<file path="config.mk">
export PLATFORM = sky130hd
export DESIGN_NAME = i2c_eeprom_master_top_flat
export DESIGN_NICKNAME = d
export VERILOG_FILES = /design/src/design/i2cee_pkg.sv /design/src/design/i2cee_if.sv /design/src/design/i2c_eeprom_master_top.sv /design/src/design/i2cee_ctrl.sv /design/src/flat_wrapper.sv
export SDC_FILE = /design/constraint.sdc
export NUM_CORES = 1
export LEC_CHECK = 0
export BUFFER_PORTS_ARGS = -buffer_cell sky130_fd_sc_hd__buf_2
export CAP_MARGIN = 20
export CORE_MARGIN = 10
export CORE_UTILIZATION = 54
export CTS_BUF_LIST = sky130_fd_sc_hd__clkbuf_16
export DETAILED_ROUTE_END_ITERATION = 6
export PLACE_DENSITY = 0.82
export SYNTH_ARGS = -nofsm -noshare
export SYNTH_HDL_FRONTEND = slang
export SYNTH_HIERARCHICAL = 1
export SYNTH_SLANG_ARGS = --single-unit
export TNS_END_PERCENT = 30
</file>
<file path="constraint.sdc">
create_clock -name clk -period 10.3 [get_ports clk]
set_input_delay 1.545 -clock clk [delete_from_list [all_inputs] [get_ports clk]]
set_output_delay 1.545 -clock clk [all_outputs]
set_load 0.1 [all_outputs]
</file>
<file path="src/design/i2cee_pkg.sv">
// Package for the I2C EEPROM master: item, result and register types, phase codes.
// No dependencies; used by the interfaces, the controller and the top level.
package i2cee_pkg;

	localparam int unsigned MaxBurst = 256;
	localparam int unsigned CountW   = 9;

	localparam logic [7:0]  DevAddrRst   = 8'ha0;
	localparam logic [15:0] HalfBitRst   = 16'd10;
	localparam logic [15:0] WriteWaitRst = 16'd200;
	localparam logic [7:0]  ReadBit      = 8'h01;

	localparam logic [1:0] RegDevAddr   = 2'd0;
	localparam logic [1:0] RegHalfBit   = 2'd1;
	localparam logic [1:0] RegWriteWait = 2'd2;

	typedef enum logic [14:0] {
		PH_IDLE  = 15'b000000000000001,
		PH_SSET  = 15'b000000000000010,
		PH_SHOLD = 15'b000000000000100,
		PH_TXL   = 15'b000000000001000,
		PH_TXH   = 15'b000000000010000,
		PH_AKL   = 15'b000000000100000,
		PH_AKH   = 15'b000000001000000,
		PH_RXL   = 15'b000000010000000,
		PH_RXH   = 15'b000000100000000,
		PH_MKL   = 15'b000001000000000,
		PH_MKH   = 15'b000010000000000,
		PH_RSL   = 15'b000100000000000,
		PH_SPL   = 15'b001000000000000,
		PH_SPH   = 15'b010000000000000,
		PH_SPE   = 15'b100000000000000
	} phase_t;

	// byte stage within a transaction; the post-write wait is a flag in the controller
	typedef enum logic [4:0] {
		ST_DEVW = 5'b00001,
		ST_AH   = 5'b00010,
		ST_AL   = 5'b00100,
		ST_DATA = 5'b01000,
		ST_DEVR = 5'b10000
	} stage_t;

	typedef struct packed {
		logic              start_request;
		logic              operation;
		logic [15:0]       mem_address;
		logic [CountW-1:0] byte_count;
		logic [7:0]        write_data;
		logic              sda_in;
	} item_t;

	typedef struct packed {
		logic       scl_out;
		logic       sda_pull_low;
		logic       busy_res;
		logic       byte_request;
		logic [7:0] read_data;
		logic       read_valid;
		logic       done_res;
		logic       nack_error;
	} result_t;

	typedef struct packed {
		logic [7:0]  device_write_address;
		logic [15:0] half_bit_ticks;
		logic [15:0] write_wait_ticks;
	} cfg_t;

endpackage

</file>
<file path="src/design/i2cee_if.sv">
// Valid/ready channel interfaces for input ticks and result items.
// Depends on i2cee_pkg for the payload types.
interface i2cee_in_if;
	logic            valid;
	logic            ready;
	i2cee_pkg::item_t data;
	modport source(output valid, output data, input ready);
	modport sink(input valid, input data, output ready);
endinterface

interface i2cee_out_if;
	logic               valid;
	logic               ready;
	i2cee_pkg::result_t data;
	modport source(output valid, output data, input ready);
	modport sink(input valid, input data, output ready);
endinterface

</file>
<file path="src/design/i2c_eeprom_master_top.sv">
// The result for a tick is registered and shown in the cycle after the tick's transfer.
// Throughput: one tick per cycle; a new tick is taken while a result waits,
// as long as the result register is emptied in the same cycle.
// Bus timing comes from the half-bit and write-wait counters, not the clock.
// Reset (arst_n low): sequencer idle, counters clear, registers to defaults.
// Depends on i2cee_pkg, i2cee_if and i2cee_ctrl.
module i2c_eeprom_master_top (
	input  logic               clk,
	input  logic               arst_n,
	i2cee_in_if.sink           item,
	i2cee_out_if.source        result,
	input  logic               wr_en,
	input  logic [1:0]         wr_index,
	input  logic [15:0]        wr_data
);

	i2cee_pkg::cfg_t    cfg_q;
	i2cee_pkg::result_t res;
	i2cee_pkg::result_t res_q;
	logic               res_valid_q;
	logic               step;

	assign item.ready = !res_valid_q || result.ready;
	assign step       = item.valid && item.ready;

	always_ff @(posedge clk or negedge arst_n) begin
		if (!arst_n) begin
			cfg_q.device_write_address <= i2cee_pkg::DevAddrRst;
			cfg_q.half_bit_ticks       <= i2cee_pkg::HalfBitRst;
			cfg_q.write_wait_ticks     <= i2cee_pkg::WriteWaitRst;
		end else if (wr_en) begin
			unique case (wr_index)
				i2cee_pkg::RegDevAddr:   cfg_q.device_write_address <= wr_data[7:0];
				i2cee_pkg::RegHalfBit:   cfg_q.half_bit_ticks       <= wr_data;
				i2cee_pkg::RegWriteWait: cfg_q.write_wait_ticks     <= wr_data;
				default: ;
			endcase
		end
	end

	i2cee_ctrl u_ctrl (
		.clk    (clk),
		.arst_n (arst_n),
		.step   (step),
		.item   (item.data),
		.cfg    (cfg_q),
		.res    (res)
	);

	always_ff @(posedge clk or negedge arst_n) begin
		if (!arst_n) begin
			res_valid_q <= 1'b0;
		end else if (step) begin
			res_valid_q <= 1'b1;
		end else if (result.ready) begin
			res_valid_q <= 1'b0;
		end
	end

	always_ff @(posedge clk) begin
		if (step)
			res_q <= res;
	end

	assign result.valid = res_valid_q;
	assign result.data  = res_q;

endmodule

</file>
<file path="src/design/i2cee_ctrl.sv">
// Bus sequencer: phase, bit and byte state, and the line drive for one tick.
// Depends on i2cee_pkg. State advances on each accepted tick.
module i2cee_ctrl (
	input  logic                clk,
	input  logic                arst_n,
	input  logic                step,
	input  i2cee_pkg::item_t    item,
	input  i2cee_pkg::cfg_t     cfg,
	output i2cee_pkg::result_t  res
);

	localparam logic [3:0] BitsPerByte = 4'd8;

	i2cee_pkg::phase_t phase_q, phase_d;
	i2cee_pkg::stage_t stage_q, stage_d;
	logic                         wait_q, wait_d;
	logic [15:0]                  tick_q, tick_d;
	logic [3:0]                   bit_q, bit_d;
	logic [7:0]                   shift_q, shift_d;
	logic [i2cee_pkg::CountW-1:0] left_q, left_d;
	logic [15:0]                  addr_q, addr_d;
	logic                         rd_q, rd_d;
	logic                         nack_q, nack_d;

	logic [15:0]                  half;
	logic [16:0]                  tick_inc;
	logic                         endh;
	logic                         wait_end;
	logic [3:0]                   bit_inc;
	logic [7:0]                   rx_byte;
	logic [i2cee_pkg::CountW-1:0] burst;

	always_comb begin
		half     = (cfg.half_bit_ticks == 16'd0) ? 16'd1 : cfg.half_bit_ticks;
		tick_inc = {1'b0, tick_q} + 17'd1;
		endh     = tick_inc >= {1'b0, half};
		wait_end = tick_inc >= {1'b0, cfg.write_wait_ticks};
		bit_inc  = bit_q + 4'd1;
		rx_byte  = {shift_q[6:0], item.sda_in};
		burst    = item.byte_count;
		if (burst == '0)
			burst = i2cee_pkg::CountW'(1);
		else if (burst > i2cee_pkg::CountW'(i2cee_pkg::MaxBurst))
			burst = i2cee_pkg::CountW'(i2cee_pkg::MaxBurst);
	end

	always_comb begin
		phase_d = phase_q;
		stage_d = stage_q;
		wait_d  = wait_q;
		tick_d  = tick_q;
		bit_d   = bit_q;
		shift_d = shift_q;
		left_d  = left_q;
		addr_d  = addr_q;
		rd_d    = rd_q;
		nack_d  = nack_q;
		res          = '0;
		res.scl_out  = 1'b1;
		res.busy_res = wait_q || (phase_q != i2cee_pkg::PH_IDLE);

		if (wait_q) begin
			// post-write wait: bus idle, counting ticks up to the write-wait limit
			if (wait_end) begin
				res.done_res = 1'b1;
				wait_d       = 1'b0;
				tick_d       = '0;
			end else begin
				tick_d = tick_inc[15:0];
			end
		end else begin
			unique case (phase_q)
				i2cee_pkg::PH_IDLE: begin
					if (item.start_request) begin
						left_d  = burst;
						rd_d    = item.operation;
						addr_d  = item.mem_address;
						stage_d = i2cee_pkg::ST_DEVW;
						nack_d  = 1'b0;
						phase_d = i2cee_pkg::PH_SSET;
						tick_d  = '0;
					end
				end
				i2cee_pkg::PH_RSL: begin
					res.scl_out = 1'b0;
					if (endh) begin
						phase_d = i2cee_pkg::PH_SSET;
						tick_d  = '0;
					end else tick_d = tick_inc[15:0];
				end
				i2cee_pkg::PH_SSET: begin
					if (endh) begin
						phase_d = i2cee_pkg::PH_SHOLD;
						tick_d  = '0;
					end else tick_d = tick_inc[15:0];
				end
				i2cee_pkg::PH_SHOLD: begin
					res.sda_pull_low = 1'b1;
					if (endh) begin
						shift_d = (stage_q == i2cee_pkg::ST_DEVR)
							? (cfg.device_write_address | i2cee_pkg::ReadBit)
							: cfg.device_write_address;
						bit_d   = '0;
						phase_d = i2cee_pkg::PH_TXL;
						tick_d  = '0;
					end else tick_d = tick_inc[15:0];
				end
				i2cee_pkg::PH_TXL: begin
					res.scl_out      = 1'b0;
					res.sda_pull_low = ~shift_q[7];
					if (endh) begin
						phase_d = i2cee_pkg::PH_TXH;
						tick_d  = '0;
					end else tick_d = tick_inc[15:0];
				end
				i2cee_pkg::PH_TXH: begin
					res.sda_pull_low = ~shift_q[7];
					if (endh) begin
						shift_d = {shift_q[6:0], 1'b0};
						bit_d   = bit_inc;
						phase_d = (bit_inc >= BitsPerByte) ? i2cee_pkg::PH_AKL
							: i2cee_pkg::PH_TXL;
						tick_d  = '0;
					end else tick_d = tick_inc[15:0];
				end
				i2cee_pkg::PH_AKL: begin
					res.scl_out = 1'b0;
					if (endh) begin
						phase_d = i2cee_pkg::PH_AKH;
						tick_d  = '0;
					end else tick_d = tick_inc[15:0];
				end
				i2cee_pkg::PH_AKH: begin
					if (!endh) begin
						tick_d = tick_inc[15:0];
					end else if (item.sda_in) begin
						nack_d  = 1'b1;
						phase_d = i2cee_pkg::PH_SPL;
						tick_d  = '0;
					end else begin
						bit_d  = '0;
						tick_d = '0;
						unique case (stage_q)
							i2cee_pkg::ST_DEVW: begin
								stage_d = i2cee_pkg::ST_AH;
								shift_d = addr_q[15:8];
								phase_d = i2cee_pkg::PH_TXL;
							end
							i2cee_pkg::ST_AH: begin
								stage_d = i2cee_pkg::ST_AL;
								shift_d = addr_q[7:0];
								phase_d = i2cee_pkg::PH_TXL;
							end
							i2cee_pkg::ST_DEVR: begin
								shift_d = '0;
								phase_d = i2cee_pkg::PH_RXL;
							end
							i2cee_pkg::ST_AL: begin
								if (rd_q) begin
									stage_d = i2cee_pkg::ST_DEVR;
									phase_d = i2cee_pkg::PH_RSL;
								end else begin
									// first data byte
									stage_d          = i2cee_pkg::ST_DATA;
									res.byte_request = 1'b1;
									shift_d          = item.write_data;
									phase_d          = i2cee_pkg::PH_TXL;
								end
							end
							i2cee_pkg::ST_DATA: begin
								if (left_q <= i2cee_pkg::CountW'(1)) begin
									left_d  = '0;
									phase_d = i2cee_pkg::PH_SPL;
								end else begin
									left_d           = left_q - i2cee_pkg::CountW'(1);
									res.byte_request = 1'b1;
									shift_d          = item.write_data;
									phase_d          = i2cee_pkg::PH_TXL;
								end
							end
							default: begin
								phase_d = i2cee_pkg::PH_IDLE;
							end
						endcase
					end
				end
				i2cee_pkg::PH_RXL: begin
					res.scl_out = 1'b0;
					if (endh) begin
						phase_d = i2cee_pkg::PH_RXH;
						tick_d  = '0;
					end else tick_d = tick_inc[15:0];
				end
				i2cee_pkg::PH_RXH: begin
					if (endh) begin
						shift_d = rx_byte;
						bit_d   = bit_inc;
						tick_d  = '0;
						if (bit_inc >= BitsPerByte) begin
							res.read_valid = 1'b1;
							res.read_data  = rx_byte;
							if (left_q != '0)
								left_d = left_q - i2cee_pkg::CountW'(1);
							phase_d = i2cee_pkg::PH_MKL;
						end else phase_d = i2cee_pkg::PH_RXL;
					end else tick_d = tick_inc[15:0];
				end
				i2cee_pkg::PH_MKL: begin
					res.scl_out      = 1'b0;
					res.sda_pull_low = (left_q != '0);
					if (endh) begin
						phase_d = i2cee_pkg::PH_MKH;
						tick_d  = '0;
					end else tick_d = tick_inc[15:0];
				end
				i2cee_pkg::PH_MKH: begin
					// ACK while bytes remain, NACK on the last
					res.sda_pull_low = (left_q != '0);
					if (endh) begin
						tick_d = '0;
						if (left_q != '0) begin
							bit_d   = '0;
							shift_d = '0;
							phase_d = i2cee_pkg::PH_RXL;
						end else phase_d = i2cee_pkg::PH_SPL;
					end else tick_d = tick_inc[15:0];
				end
				i2cee_pkg::PH_SPL: begin
					res.scl_out      = 1'b0;
					res.sda_pull_low = 1'b1;
					if (endh) begin
						phase_d = i2cee_pkg::PH_SPH;
						tick_d  = '0;
					end else tick_d = tick_inc[15:0];
				end
				i2cee_pkg::PH_SPH: begin
					res.sda_pull_low = 1'b1;
					if (endh) begin
						phase_d = i2cee_pkg::PH_SPE;
						tick_d  = '0;
					end else tick_d = tick_inc[15:0];
				end
				i2cee_pkg::PH_SPE: begin
					if (endh) begin
						tick_d  = '0;
						phase_d = i2cee_pkg::PH_IDLE;
						if (!nack_q && !rd_q && (cfg.write_wait_ticks != 16'd0)) begin
							wait_d = 1'b1;
						end else begin
							res.done_res   = 1'b1;
							res.nack_error = nack_q;
						end
					end else tick_d = tick_inc[15:0];
				end
				default: begin
					phase_d = i2cee_pkg::PH_IDLE;
					tick_d  = '0;
				end
			endcase
		end
	end

	always_ff @(posedge clk or negedge arst_n) begin
		if (!arst_n) begin
			phase_q <= i2cee_pkg::PH_IDLE;
			stage_q <= i2cee_pkg::ST_DEVW;
			wait_q  <= 1'b0;
			tick_q  <= '0;
			bit_q   <= '0;
			shift_q <= '0;
			left_q  <= '0;
			addr_q  <= '0;
			rd_q    <= 1'b0;
			nack_q  <= 1'b0;
		end else if (step) begin
			phase_q <= phase_d;
			stage_q <= stage_d;
			wait_q  <= wait_d;
			tick_q  <= tick_d;
			bit_q   <= bit_d;
			shift_q <= shift_d;
			left_q  <= left_d;
			addr_q  <= addr_d;
			rd_q    <= rd_d;
			nack_q  <= nack_d;
		end
	end

endmodule
</file>
<file path="src/flat_wrapper.sv">
// flat-port wrapper written by rule: the top's interface ports become plain ports
module i2c_eeprom_master_top_flat 
  (clk, arst_n, wr_en, wr_index, wr_data, item_valid, item_data, item_ready, result_valid, result_data, result_ready);
  i2cee_in_if item_i ();
  i2cee_out_if result_i ();
  input  logic clk;
  input  logic arst_n;
  input  logic wr_en;
  input  logic [1:0] wr_index;
  input  logic [15:0] wr_data;
  input wire logic [$bits(item_i.valid)-1:0] item_valid;
  input wire logic [$bits(item_i.data)-1:0] item_data;
  output wire logic [$bits(item_i.ready)-1:0] item_ready;
  output wire logic [$bits(result_i.valid)-1:0] result_valid;
  output wire logic [$bits(result_i.data)-1:0] result_data;
  input wire logic [$bits(result_i.ready)-1:0] result_ready;
  assign item_i.valid = item_valid;
  assign item_i.data = item_data;
  assign item_ready = item_i.ready;
  assign result_valid = result_i.valid;
  assign result_data = result_i.data;
  assign result_i.ready = result_ready;
  i2c_eeprom_master_top u_core (.clk(clk), .arst_n(arst_n), .item(item_i), .result(result_i), .wr_en(wr_en), .wr_index(wr_index), .wr_data(wr_data));
endmodule
</file>
# Word level (Yosys, flattened, before mapping)
# Index checks and enable logic that the tools add are counted.
# totals
ff_bits	132
input_bits	59
out_inout_bits	17
elab_cells	214
# op_classes
add_sub_neg	3
order_cmp	5
n_eq_ne	50
mux	87
bitwise	7
n_reduce_logical	40
# op_table
cell	count
two-way mux 15 bit	15
case mux 15 bit (15 select lines)	1
two-way mux 9 bit	10
two-way mux 16 bit	5
case mux 8 bit (5 select lines)	2
two-way mux 8 bit	9
case mux 13 bit (4 select lines)	1
!= test 2 bit (second input constant)	20
two-way mux 13 bit	3
greater-or-equal comparator 17 x 16 -> 1 bit	2
case mux 16 bit (2 select lines)	1
case mux 9 bit (3 select lines)	1
two-way mux 4 bit	6
two-way mux 5 bit	4
adder 16 x 1 -> 17 bit (second input constant)	1
two-way mux 1 bit	17
AND reduction 17 bit	1
logical NOT 16 bit	1
case mux 4 bit (4 select lines)	1
nonzero test 16 bit	1
equality test 15 x 1 -> 1 bit (second input constant)	1
equality test 15 x 10 -> 1 bit (second input constant)	1
equality test 15 x 11 -> 1 bit (second input constant)	1
equality test 15 x 12 -> 1 bit (second input constant)	1
other kinds (59)	86

# Longest topological paths before layout
# Gate-level depths: netlist (run 1).
# logic_depth
ltp_word	7
mapped_depth	17

# Modules after synthesis
# The synthesis (run 1) kept the hierarchy.
# modules_own_cells
mod	instances	cells_per_inst	area_per_inst_um2	seq_area_each_um2
i2cee_ctrl	1	686	5738.0	1904.3
i2c_eeprom_master_top	1	104	2028.2	1485.2

# Least setup slack after synthesis (run 1)
# OpenSTA, ideal clock, no wires.
# synth_path
path_kind	input port to flip-flop
from	in result_ready
to	reg u_core/u_ctrl/left_q[0] in the netlist's numbering
t_arrival_ns	4.309
t_required_ns	10.172
path_slack_ns	5.863
cell_stages	9
cell_sequence	nand2b_1 and2_1 nor2b_1 o41ai_1 inv_1 and3_1 buf_2 o21ai_2 mux2_1
# synth_via
elab_chain_cells	3
# synth_rtl
item	line	source
start, declared	flat_wrapper.sv:16	input wire logic [$bits(result_i.ready)-1:0] result_ready;
logical OR 1 bit	i2c_eeprom_master_top.sv:23	assign item.ready = !res_valid_q || result.ready;
logical AND 1 bit	i2c_eeprom_master_top.sv:24	assign step = item.valid && item.ready;
net u_core.step	i2c_eeprom_master_top.sv:21	logic step;
AND reduction 10 bit (no line)	--	
end signal, assigned	i2cee_ctrl.sv:282	left_q <= left_d;
end, declared	i2cee_ctrl.sv:20	logic [i2cee_pkg::CountW-1:0] left_q, left_d;
# The timed path passes the listed nets, and every way through them passes these cells.
# A chain may end at the register's enable or synchronous reset.

# Worst setup path after layout (run 1)
# layout_path
from	reg u_core.u_ctrl.tick_q[0]
to	reg u_core.res_q (netlist bit u_core/result.data[5]) (data pin)
# layout_via
elab_chain_cells	4
# layout_rtl
item	line	source
start, declared	i2cee_ctrl.sv:17	logic [15:0] tick_q, tick_d;
start signal, assigned	i2cee_ctrl.sv:279	tick_q <= tick_d;
adder 16 x 1 -> 17 bit	i2cee_ctrl.sv:35	tick_inc = {1'b0, tick_q} + 17'd1;
greater-or-equal comparator 17 x 16 -> 1 bit	i2cee_ctrl.sv:36	endh = tick_inc >= {1'b0, half};
inverter 1 bit (no line)	--	
OR reduction 4 bit (no line)	--	
end signal, assigned	i2c_eeprom_master_top.sv:62	res_q <= res;
end, declared	i2c_eeprom_master_top.sv:19	i2cee_pkg::result_t res_q;
# No other way between the ends.

==> impl_metrics.tcl, run 1 <==
set metrics [dict create \
    start_util_pct 55.5 \
    hold_viol 0 \
    num-fill-cells 1125 \
    die_h_um 140 \
    synth-compound-area-share_pct 13.5 \
    synthToLayoutAreaGrowth_pct 13.7 \
    multi_input_area_um2 4050 \
    cts_tree "yes" \
    met3WireLength_mm 1.49 \
    via_count 6547 \
    antenna_found_initial 0 \
    cp-end-kind "flop" \
    worst_skew_pair.late_latency_ns 0.42 \
    crit_fanout 9 \
    wl_per_cell_um 19.0 \
    grt_max_degree 83 \
    grt_pass1_vias 6338 \
    fin_crit_sh_pct 42.0 \
    p_sw_w 0.000705 \
    wl_met2_mm 9.32 \
    hp-class "reg -> reg" \
    dr.pass1.iters 6 \
    crit_slowest_cell "nor4_2" \
    syn_area_um2 7770 \
    vias_per_cell 6.21 \
    powerDensity_nw_per_um2 217 \
    design_area_um2 8830 \
    synth_fa_ha_area_share_pct 5.80 \
    fin_crit_ns 4.32 \
    nets 956 \
    grt_pass1_wl_mm 32.4 \
    p_comb_share_pct 30.6 \
    cp-start-kind "flop" \
    route.detailed.drc 0 \
    synth_top_family_by_area "simple AND/OR/NAND/NOR gates" \
    ys_types 81 \
    cts.clk_slew.worst_paths_ns 0.06 \
    clock_sinks 132 \
    seqPwrFrac_pct 40.1 \
    synth_flop_cell "dfrtp_1" \
    place_area_um2 8260 \
    critPathKind "reg -> reg" \
    cts_setup_buffers 0 \
    boundaryPins 76 \
    cts-root-buf "clkbuf_16" \
    rows 43 \
    postCtsHoldBufs 0 \
    synth-async-reset-ratio_pct 88.6 \
    synthXorXnorAreaFrac_pct 3.16 \
    synth_edf_count 15 \
    detail-route-antenna-nets 0 \
    core-area_um2 14000 \
    max_slew.worst_pin.slew_ns 0.998 \
    max_freq_mhz 231 \
    synth_mux_area_share_pct 7.77 \
    slowest_delay_ns 0.68 \
    skew_ns 0.0109 \
    synth_seq_cells 132 \
    cap_violations 0 \
    relSlewSlack_pct 32.9 \
    numCtsBuffers 17 \
    switching_share_pct 36.8 \
    peakVddDrop_v 0.000147 \
    overflow 0 \
    place.gp.congestion 0.969 \
    register_area_um2 3390 \
    tns_ns 0 \
    path_cells "ha_1 -> nand3_1 -> or2_2 -> nor3_1 -> nand3_1 -> xnor2_1 -> ha_1 -> and3_1 -> nand2_1 -> a2111o_1 -> and2_1 -> nor4_2 -> and2_1" \
    port-buffer-count 75 \
    die_area_um2 19600 \
    cts_buffer_depth 2 \
    synth_area_per_cell_um2 9.83 \
    ys_seq_area_share_pct 43.6 \
    p_leak_nw 4.04 \
    dr.max_layer_used "met4" \
    hpwlAfterDp_mm 13.9 \
    num_antenna_cells 0 \
    drt-initial-drc-count 596 \
    wl_met1_mm 8.69 \
    maxSlewViolCount 0 \
    critPathRequiredTime_ns 10.59 \
    syn_nets 885 \
    outcome "complete, no violations" \
    setup_viol 0 \
    p_int_w 0.00121 \
    cts_resized 0 \
    ys_warn_count 6 \
    whs_ns 0.467 \
    die_width_um 140 \
    grt_setup_unrepaired "false" \
    arrival_ns 4.62 \
    yosys.area_share.simple_pct 21.8 \
    syn_inst 790 \
    htree_levels 4 \
    clockPowerShare_pct 29.3 \
    grt_usage_pct 19.9 \
    drive_gt1_share_pct 22.4 \
    totalWireLength_mm 20.0 \
]
routing by layer:
| metal | vias up | global-route usage (%) |
|---|---|---|
| met5 | - | 0 |
| met4 | 0 | 8.10 |
| met3 | 47 | 4.16 |
| met2 | 296 | 30.5 |
| met1 | 3186 | 26.8 |
| li1 | 3018 | - |
registers in the layout, summed over array words and instances (netlist names):
| name | count |
|---|---|
| u_core/cfg_q | 40 |
| u_core/u_ctrl/addr_q | 16 |
| u_core/u_ctrl/tick_q | 16 |
| u_core/result.data | 15 |
| u_core/u_ctrl/phase_q | 15 |
| u_core/u_ctrl/left_q | 9 |
| u_core/u_ctrl/shift_q | 8 |
| u_core/u_ctrl/stage_q | 5 |
| u_core/u_ctrl/bit_q | 4 |
| u_core/result.valid | 1 |
| u_core/u_ctrl/nack_q | 1 |
| u_core/u_ctrl/rd_q | 1 |
| u_core/u_ctrl/wait_q | 1 |
power by group through the flow:
| stage | Sequential [W] | Clock [W] | Combinational [W] |
|---|---|---|---|
| floorplan | 0.000756 | 0 | 0.000417 |
| global placement | 0.000763 | 0 | 0.000547 |
| detailed placement | 0.000768 | 0 | 0.000566 |
| CTS | 0.000762 | 0.000567 | 0.000574 |
| global route | 0.000782 | 0.000594 | 0.000647 |
| finish | 0.000767 | 0.000561 | 0.000586 |
logic make-up after synthesis:
group           count (synthesis)
xor+xnor                       28
fa+ha+maj                      36
simple gates                  316
mux                            54
buf+inv                        74
compound gates                150
flops                         132
path summary, 6_finish.rpt:
check                                        start                        to  slack, ns  cells past startpoint
max                        u_core/u_ctrl/tick_q[0]     u_core/result.data[5]       5.98                     13
min                        u_core/u_ctrl/addr_q[4]   u_core/u_ctrl/addr_q[4]       0.47                      2
max reg2reg                u_core/u_ctrl/tick_q[0]     u_core/result.data[5]       5.98                     13
min reg2reg                u_core/u_ctrl/addr_q[4]   u_core/u_ctrl/addr_q[4]       0.47                      2
max in group asynchronous                   arst_n  u_core/u_ctrl/stage_q[0]       8.21                      3
min in group asynchronous                   arst_n       u_core/result.valid       1.08                      1
cells in the final DEF, fill, tap and decap left out, types with 8 or more instances in the layout:
cell type / instances
o21ai_0: 27
nand2_1: 118
buf_4: 9
clkbuf_16: 17
nor3_1: 22
nor2_1: 42
or3_1: 11
nor4_1: 12
xnor2_1: 12
and2_1: 13
a21oi_1: 28
inv_1: 42
a22oi_1: 11
mux2_2: 48
buf_2: 74
dfrtp_1: 108
and3_1: 9
ha_1: 36
nand3_1: 25
edfxtp_1: 15
nand2b_1: 9
dfstp_2: 9
a222oi_1: 8
xor2_1: 16
nand4_1: 10
o21ai_1: 16
cell usage after synthesis, drive strengths merged, types with 3 or more instances:
master,n,share of area [%]
nand2,119,5.8
dfrtp,108,35
mux2,50,7.2
o21ai,44,2.9
nor2,42,2.0
inv,41,2.0
ha,36,5.8
a21oi,30,2.0
nand3,25,1.6
nor3,24,1.7
clkbuf,17,0.82
buf,16,1.5
nor4,16,1.8
xor2,16,1.8
edfxtp,15,5.8
and2,13,1.0
or3,12,1.0
xnor2,12,1.4
a22oi,11,1.1
nand4,10,0.81
and3,9,0.72
dfstp,9,3.0
nand2b,9,0.72
a222oi,8,1.0
nor4b,8,0.90
a21o,7,0.68
o2bb2ai,7,0.79
o211ai,6,0.58
nor3b,5,0.63
o31ai,5,0.48
mux2i,4,0.52
nand3b,4,0.71
nor2b,4,0.32
o221ai,4,0.45
or2,4,0.32
nand4b,3,0.61
or4,3,0.34
or4b,3,0.39
metrics by stage:
stage          power, W  std cells  util, %  setup slack (ns)
2_1_floorplan   0.00117        790        -              5.86
3_3_place_gp    0.00131       1019     58.9              6.24
3_5_place_dp    0.00133       1020     59.0              6.09
4_1_cts         0.00190       1052     62.9              6.01
5_1_grt         0.00202       1054     63.1              5.78
6_report        0.00191       1054     63.1              5.98
area by class of cell:
cell class	instances	share of cell area, %
Sequential cell	132	38.4
Tap cell	180	2.55
Multi-Input combinational cell	584	45.8
Clock buffer	17	4.82
Inverter	41	1.74
Clock inverter	15	1.32
Timing Repair Buffer	85	5.40
worst max-delay path: cells and delay by family (launching register included):
kind	cells	cell delay, ns
AOI/OAI and AO/OA	1	0.56
xor gates and xnor gates	1	0.17
adders and majority gates	2	0.54
and+or+nand+nor	9	2.48
DFF	1	0.43
Note: power is estimated with default switching activity, not from simulation.
==> run 2: changes to the inputs <==
--- a/config.mk
+++ b/config.mk
@@ -11,7 +11,7 @@
 export CORE_UTILIZATION = 54
 export CTS_BUF_LIST = sky130_fd_sc_hd__clkbuf_16
 export DETAILED_ROUTE_END_ITERATION = 6
-export PLACE_DENSITY = 0.82
+export PLACE_DENSITY = 0.85
 export SYNTH_ARGS = -nofsm -noshare
 export SYNTH_HDL_FRONTEND = slang
 export SYNTH_HIERARCHICAL = 1
==> constraint.sdc (replaced) <==
create_clock -name clk -period 3.6 [get_ports clk]
set_input_delay 0.54 -clock clk [delete_from_list [all_inputs] [get_ports clk]]
set_output_delay 0.54 -clock clk [all_outputs]
set_load 0.1 [all_outputs]
==> run 2 against run 1 <==
  * Count of clock-buffer cells in the layout unchanged
  * Setup slack worse by 5.9 ns
  * Register-to-register slack worse by 5.9 ns
  * Largest cell class unchanged
  * Largest power group unchanged
==> impl_metrics.tcl, run 2 (synthesis results as in run 1) <==
set metrics [dict create \
    outcome "complete, no violations" \
    powerDensity_nw_per_um2 632 \
    dp.cells 1039 \
    die_width_um 140 \
    cp-start-kind "flop" \
    whs_ns 0.210 \
    relSlewSlack_pct 41.2 \
    num_antenna_cells 0 \
    fin_crit_sh_pct 98.0 \
    overflow 0 \
    hpwlAfterDp_mm 14.5 \
    layout_commonest_cell "nand2_1" \
    power_w 0.00589 \
    via_count 6655 \
    postCtsHoldBufs 0 \
    nets 983 \
    port-buffer-count 75 \
    boundaryPins 76 \
    dr.pass1.iters 5 \
    worst_skew_pair.late_latency_ns 0.43 \
    grt_usage_pct 20.1 \
    grt_max_degree 60 \
    max_freq_mhz 283 \
    reg.largest.list "u_core/cfg_q (40), u_core/u_ctrl/addr_q (16), u_core/u_ctrl/tick_q (16)" \
    die_area_um2 19600 \
    grt_pass1_vias 6542 \
    totalWireLength_mm 20.5 \
    drive_gt1_share_pct 27.3 \
    critPathRequiredTime_ns 3.92 \
    place_area_um2 8440 \
    cap_violations 0 \
    largest_reg_flops 40 \
    core-area_um2 14000 \
    fin_crit_ns 3.53 \
    slowest_delay_ns 0.50 \
    wl_met1_mm 8.88 \
    place.gp.congestion 0.975 \
    die_h_um 140 \
    htree_levels 4 \
    crit_slowest_cell "a2111o_1" \
    max_slew.worst_pin.slew_ns 0.879 \
    crit_fanout 10 \
    arrival_ns 3.85 \
    rows 43 \
    wl_met2_mm 9.73 \
    vias_per_cell 6.16 \
    detail-route-antenna-nets 0 \
    layout_common_cells "nand2_1, dfrtp_1, buf_2, mux2_2, inv_1" \
    met3WireLength_mm 1.51 \
    synthToLayoutAreaGrowth_pct 20.0 \
    cp-end-kind "flop" \
    maxSlewViolCount 0 \
    route.detailed.drc 0 \
    hold_viol 0 \
    hp-class "in -> async" \
    cts_tree "yes" \
    skew_ns 0.0143 \
    largest-register "u_core/cfg_q" \
    setup_viol 0 \
    start_util_pct 55.5 \
    tns_ns 0 \
    cts.clk_slew.worst_paths_ns 0.06 \
    stdcell_count 1081 \
    critPathKind "reg -> reg" \
    antenna_found_initial 0 \
    dr.max_layer_used "met4" \
    grt_pass1_wl_mm 32.8 \
    design_area_um2 9320 \
    num-fill-cells 1035 \
    clock_sinks 132 \
    peakVddDrop_v 0.000512 \
    numCtsBuffers 17 \
    wl_per_cell_um 19.0 \
    drt-initial-drc-count 578 \
    p_leak_nw 4.29 \
    path_cells "ha_4 -> nand3_1 -> or2_4 -> nor3_4 -> nand3_2 -> xnor2_2 -> ha_1 -> and3_4 -> nand2_1 -> a2111o_1 -> and3_1 -> a311o_1 -> buf_12 -> o41ai_2" \
    cts-root-buf "clkbuf_16" \
    cts_buffer_depth 2 \
]
[run 2: changes by cell type in the layout (fill, tap and decap cells not counted), moves of 3 or more]
cell       delta
nor2_1        -3
xnor2_1       -3
clkinv_2      -3
clkinv_1      -3
buf_4        +24
nand3_2       +3
bufinv_16     +4
nand3_1       -4
[run 2: power by group]
group / total, W / leakage (nW) / switching [W] / internal [W]
clock: 0.00192 / 0.324 / 0.000689 / 0.00124
combinational: 0.00177 / 2.34 / 0.00103 / 0.000736
sequential: 0.00220 / 1.62 / 0.000345 / 0.00185
total: 0.00589 / 4.29 / 0.00207 / 0.00382
[run 2: layout make-up]
class | instances | area [µm²] | area share [%]
Clock buffer | 17 | 425 | 4.56
Clock inverter | 15 | 229 | 2.46
Inverter | 41 | 154 | 1.65
Multi-Input combinational cell | 584 | 4210 | 45.1
Sequential cell | 132 | 3390 | 36.4
Tap cell | 180 | 225 | 2.42
Timing Repair Buffer | 112 | 688 | 7.38
[run 2: worst paths after layout]
path / start / end / slack, ns / cells past startpoint
worst max-delay path: u_core/u_ctrl/tick_q[1] / u_core/u_ctrl/phase_q[11] / 0.07 / 14
worst min-delay path: arst_n / u_core/result.valid / 0.21 / 1
worst max register to register: u_core/u_ctrl/tick_q[1] / u_core/u_ctrl/phase_q[11] / 0.07 / 14
worst min register to register: u_core/u_ctrl/addr_q[15] / u_core/u_ctrl/addr_q[15] / 0.48 / 2
max in group asynchronous: arst_n / u_core/cfg_q[3] / 2.56 / 2
min in group clk: item_data[22] / u_core/u_ctrl/addr_q[4] / 0.31 / 3
[run 2: per-layer routing]
metal  up-vias  GRT usage [%]
li1       3082              -
met1      3260           26.0
met2       283           31.0
met3        30           6.05
met4         0           7.83
met5         -              0
[run 2: stage by stage]
step	util, %	worst slack, ns
2_1_floorplan	-	0.00271
3_3_place_gp	60.4	0.0975
3_5_place_dp	60.4	-0.0245
4_1_cts	65.1	-0.00834
5_1_grt	66.6	-0.0274
6_report	66.6	0.0711
[run 2: what timing repair did]
| item | CTS | global route |
|---|---|---|
| hold endpoints to repair | 0 | 0 |
| gates resized for setup | 2 | 28 |
| buffers inserted | 0 | 9 |
| pin swaps | 1 | 18 |
| setup endpoints to repair | 18 | 68 |
[run 2: critical path, delay by kind of cell, from the launching register on]
kind	cells	cell delay, ns
AO/OA/AOI/OAI	3	1.05
AND/OR/NAND/NOR	7	1.13
XOR/XNOR	1	0.18
buffers and inverters	1	0.16
flip-flops	1	0.42
adder cells (fa/ha/maj)	2	0.48
==> run 3: changes to the inputs <==
--- a/config.mk
+++ b/config.mk
@@ -5,13 +5,14 @@
 export SDC_FILE = /design/constraint.sdc
 export NUM_CORES = 1
 export LEC_CHECK = 0
+export ABC_AREA = 1
 export BUFFER_PORTS_ARGS = -buffer_cell sky130_fd_sc_hd__buf_2
 export CAP_MARGIN = 20
 export CORE_MARGIN = 10
 export CORE_UTILIZATION = 54
 export CTS_BUF_LIST = sky130_fd_sc_hd__clkbuf_16
 export DETAILED_ROUTE_END_ITERATION = 6
-export PLACE_DENSITY = 0.85
+export PLACE_DENSITY = 0.84
 export SYNTH_ARGS = -nofsm -noshare
 export SYNTH_HDL_FRONTEND = slang
 export SYNTH_HIERARCHICAL = 1
==> run 3 against run 2 <==
  * Critical path depth rose by 5
  * Synthesized cell count grew 45%
  * Critical endpoint is now u_core/u_ctrl/shift_q[7]
  * Core utilization down 4.2 points
  * First-iteration DRC count grew 21%
  * Area after synthesis up 9.2%
  * Maximum frequency increased by 6.8%
==> impl_metrics.tcl, run 3 <==
set metrics [dict create \
    outcome "complete, no violations" \
    crit_top_cell "nor2_1" \
    route.detailed.drc 0 \
    boundaryPins 76 \
    die_area_um2 21100 \
    largest_reg_flops 40 \
    syn_area_um2 8480 \
    cts_setup_buffers 0 \
    yosysTopAreaCell "dfrtp_1" \
    num-fill-cells 1304 \
    clock_sinks 132 \
    vias_per_cell 5.48 \
    antenna_found_initial 0 \
    num_antenna_cells 0 \
    drt-initial-drc-count 699 \
    hpwlAfterDp_mm 15.8 \
    synth_most_common_cell "nand2_1" \
    synthTopCellsByCount "nand2_1, inv_1, nor2_1" \
    max_slew.worst_pin.slew_ns 0.825 \
    crit_slowest_cell "dfrtp_1" \
    fin_crit_ns 3.30 \
    core-area_um2 15300 \
    pre_cts_slack_ns 0.124 \
    setup_viol 0 \
    totalWireLength_mm 21.5 \
    hp-class "in -> async" \
    maxSlewViolCount 0 \
    max_freq_mhz 303 \
    place.gp.congestion 0.952 \
    nets 1309 \
    hold_viol 0 \
    die_width_um 145 \
    yosys-top-cells-area "dfrtp_1, nand2_1, inv_1, nor2_1, edfxtp_1" \
    path_cells "ha_1 -> nand3_1 -> nor2_1 -> nand4_1 -> inv_1 -> nand3_1 -> xor2_1 -> inv_1 -> ha_1 -> nand2_1 -> nor3_1 -> nand2_1 -> nand3_1 -> nor2_1 -> nand2_2 -> o211ai_4 -> nor2_4 -> nor2_1 -> nor2_1" \
    cp.buffers_inverters 2 \
    largest-register "u_core/cfg_q" \
    ys_warn_count 6 \
    cts_buffer_depth 2 \
    synthToLayoutAreaGrowth_pct 12.8 \
    ys_seq_area_share_pct 40.0 \
    layout_commonest_cell "nand2_1" \
    slowest_delay_ns 0.37 \
    synth_flop_cell "dfrtp_1" \
    synth_edf_count 15 \
    via_count 7879 \
    critPathKind "reg -> reg" \
    worst_skew_pair.late_latency_ns 0.43 \
    cp-start-kind "flop" \
    powerDensity_nw_per_um2 575 \
    cp-end-kind "flop" \
    grt_pass1_vias 7332 \
    grt_max_degree 66 \
    htree_levels 4 \
    rows 45 \
    wl_per_cell_um 14.9 \
    grt_usage_pct 20.0 \
    cap_violations 0 \
    die_h_um 145 \
    cp_top_family "simple AND/OR/NAND/NOR gates" \
    fin_crit_sh_pct 91.7 \
    crit_fanout 13 \
    grt_setup_unrepaired "false" \
    cts_tree "yes" \
    arrival_ns 3.66 \
    ys_types 52 \
    dr.pass1.iters 7 \
    synth_seq_cells 132 \
    relSlewSlack_pct 44.8 \
    overflow 0 \
    critPathRequiredTime_ns 3.95 \
    numCtsBuffers 17 \
    setup_slack_ns 0.297 \
    syn_nets 1237 \
    port-buffer-count 75 \
    drive_gt1_share_pct 16.0 \
    layout_common_cells "nand2_1, inv_1, nor2_1, dfrtp_1, nand3_1" \
    synth_top_area_share_pct 31.9 \
    start_util_pct 55.4 \
    postCtsHoldBufs 0 \
    p_leak_nw 5.10 \
    grt_pass1_wl_mm 35.7 \
    synth_area_per_cell_um2 7.43 \
    detail-route-antenna-nets 0 \
    skew_ns 0.0101 \
    tns_ns 0 \
    cts-root-buf "clkbuf_16" \
    reg.largest.list "u_core/cfg_q (40), u_core/u_ctrl/addr_q (16), u_core/u_ctrl/tick_q (16)" \
    peakVddDrop_v 0.000501 \
    cts.clk_slew.worst_paths_ns 0.06 \
    syn_inst 1142 \
    synth-async-reset-ratio_pct 88.6 \
]
==> run 3: cell types whose count changed in the layout (fill, tap and decap cells not counted), moves of 11 or more <==
cell / previous run / this run
a22oi_1: 11 / 0
and2_1: 12 / 0
buf_4: 33 / 5
inv_1: 42 / 144
mux2_2: 48 / 7
nand2_1: 118 / 324
nand2_2: 1 / 32
nand3_1: 21 / 87
nand4_1: 10 / 56
nor2_1: 39 / 135
o21ai_1: 16 / 1
or3_1: 11 / 0
==> run 3: final cells by class <==
type	instances	area (µm²)	area share [%]
Inverter	151	577	6.03
Clock inverter	15	143	1.49
Timing Repair Buffer	80	428	4.47
Tap cell	211	264	2.76
Sequential cell	132	3390	35.4
Multi-Input combinational cell	832	4340	45.4
Clock buffer	17	425	4.45
==> run 3: path summary, 6_finish.rpt <==
| path | from | end | slack [ns] | cells past startpoint |
|---|---|---|---|---|
| max in group asynchronous | arst_n | u_core/cfg_q[19] | 2.62 | 2 |
| worst max register to register | u_core/u_ctrl/tick_q[1] | u_core/u_ctrl/shift_q[7] | 0.30 | 19 |
| worst max-delay path | u_core/u_ctrl/tick_q[1] | u_core/u_ctrl/shift_q[7] | 0.30 | 19 |
| worst min register to register | u_core/cfg_q[39] | u_core/cfg_q[39] | 0.46 | 2 |
| worst min-delay path | arst_n | u_core/u_ctrl/tick_q[13] | 0.17 | 1 |
| min in group clk | item_data[30] | u_core/u_ctrl/addr_q[12] | 0.35 | 2 |
==> run 3: timing repair <==
action | CTS | global route
endpoints found under the setup margin | 0 | 54
endpoints found under the hold margin | 0 | 0
resized for setup | 0 | 4
==> run 3: kinds of logic (layout without fill, tap and decap cells) <==
group / count (synthesis) / in the layout / synth area share (%)
adder cells (fa/ha/maj): 36 / 36 / 5.31
AO/OA/AOI/OAI: 82 / 82 / 5.64
XOR/XNOR: 15 / 15 / 1.55
buffers and inverters: 178 / 263 / 9.12
AND/OR/NAND/NOR: 692 / 692 / 37.5
flip-flops: 132 / 132 / 40.0
multiplexers: 7 / 7 / 0.930
==> run 3: report_power, final <==
part / switching [W] / internal (W)
registers: 0.000203 / 0.00179
logic: 0.00118 / 0.000632
clock network: 0.000673 / 0.00101
total: 0.00206 / 0.00344
==> run 3: metal layers <==
layer | wire length, µm | GRT usage, %
met1 | 9570 | 26.7
met2 | 10100 | 31.4
met3 | 1320 | 4.28
met4 | 459 | 7.13
met5 | 0 | 0
==> run 3: per-stage QoR <==
stage / power [W] / instance area, µm² / util (%) / hold WS, ns / cells
2_1_floorplan: 0.00335 / 8480 / - / 0.244 / 1142
3_3_place_gp: 0.00372 / 8980 / 58.6 / 0.454 / 1406
3_5_place_dp: 0.00379 / 8980 / 58.6 / 0.454 / 1406
4_1_cts: 0.00549 / 9550 / 62.3 / 0.188 / 1438
5_1_grt: 0.00585 / 9570 / 62.5 / 0.224 / 1438
6_report: 0.00550 / 9570 / 62.5 / 0.170 / 1438
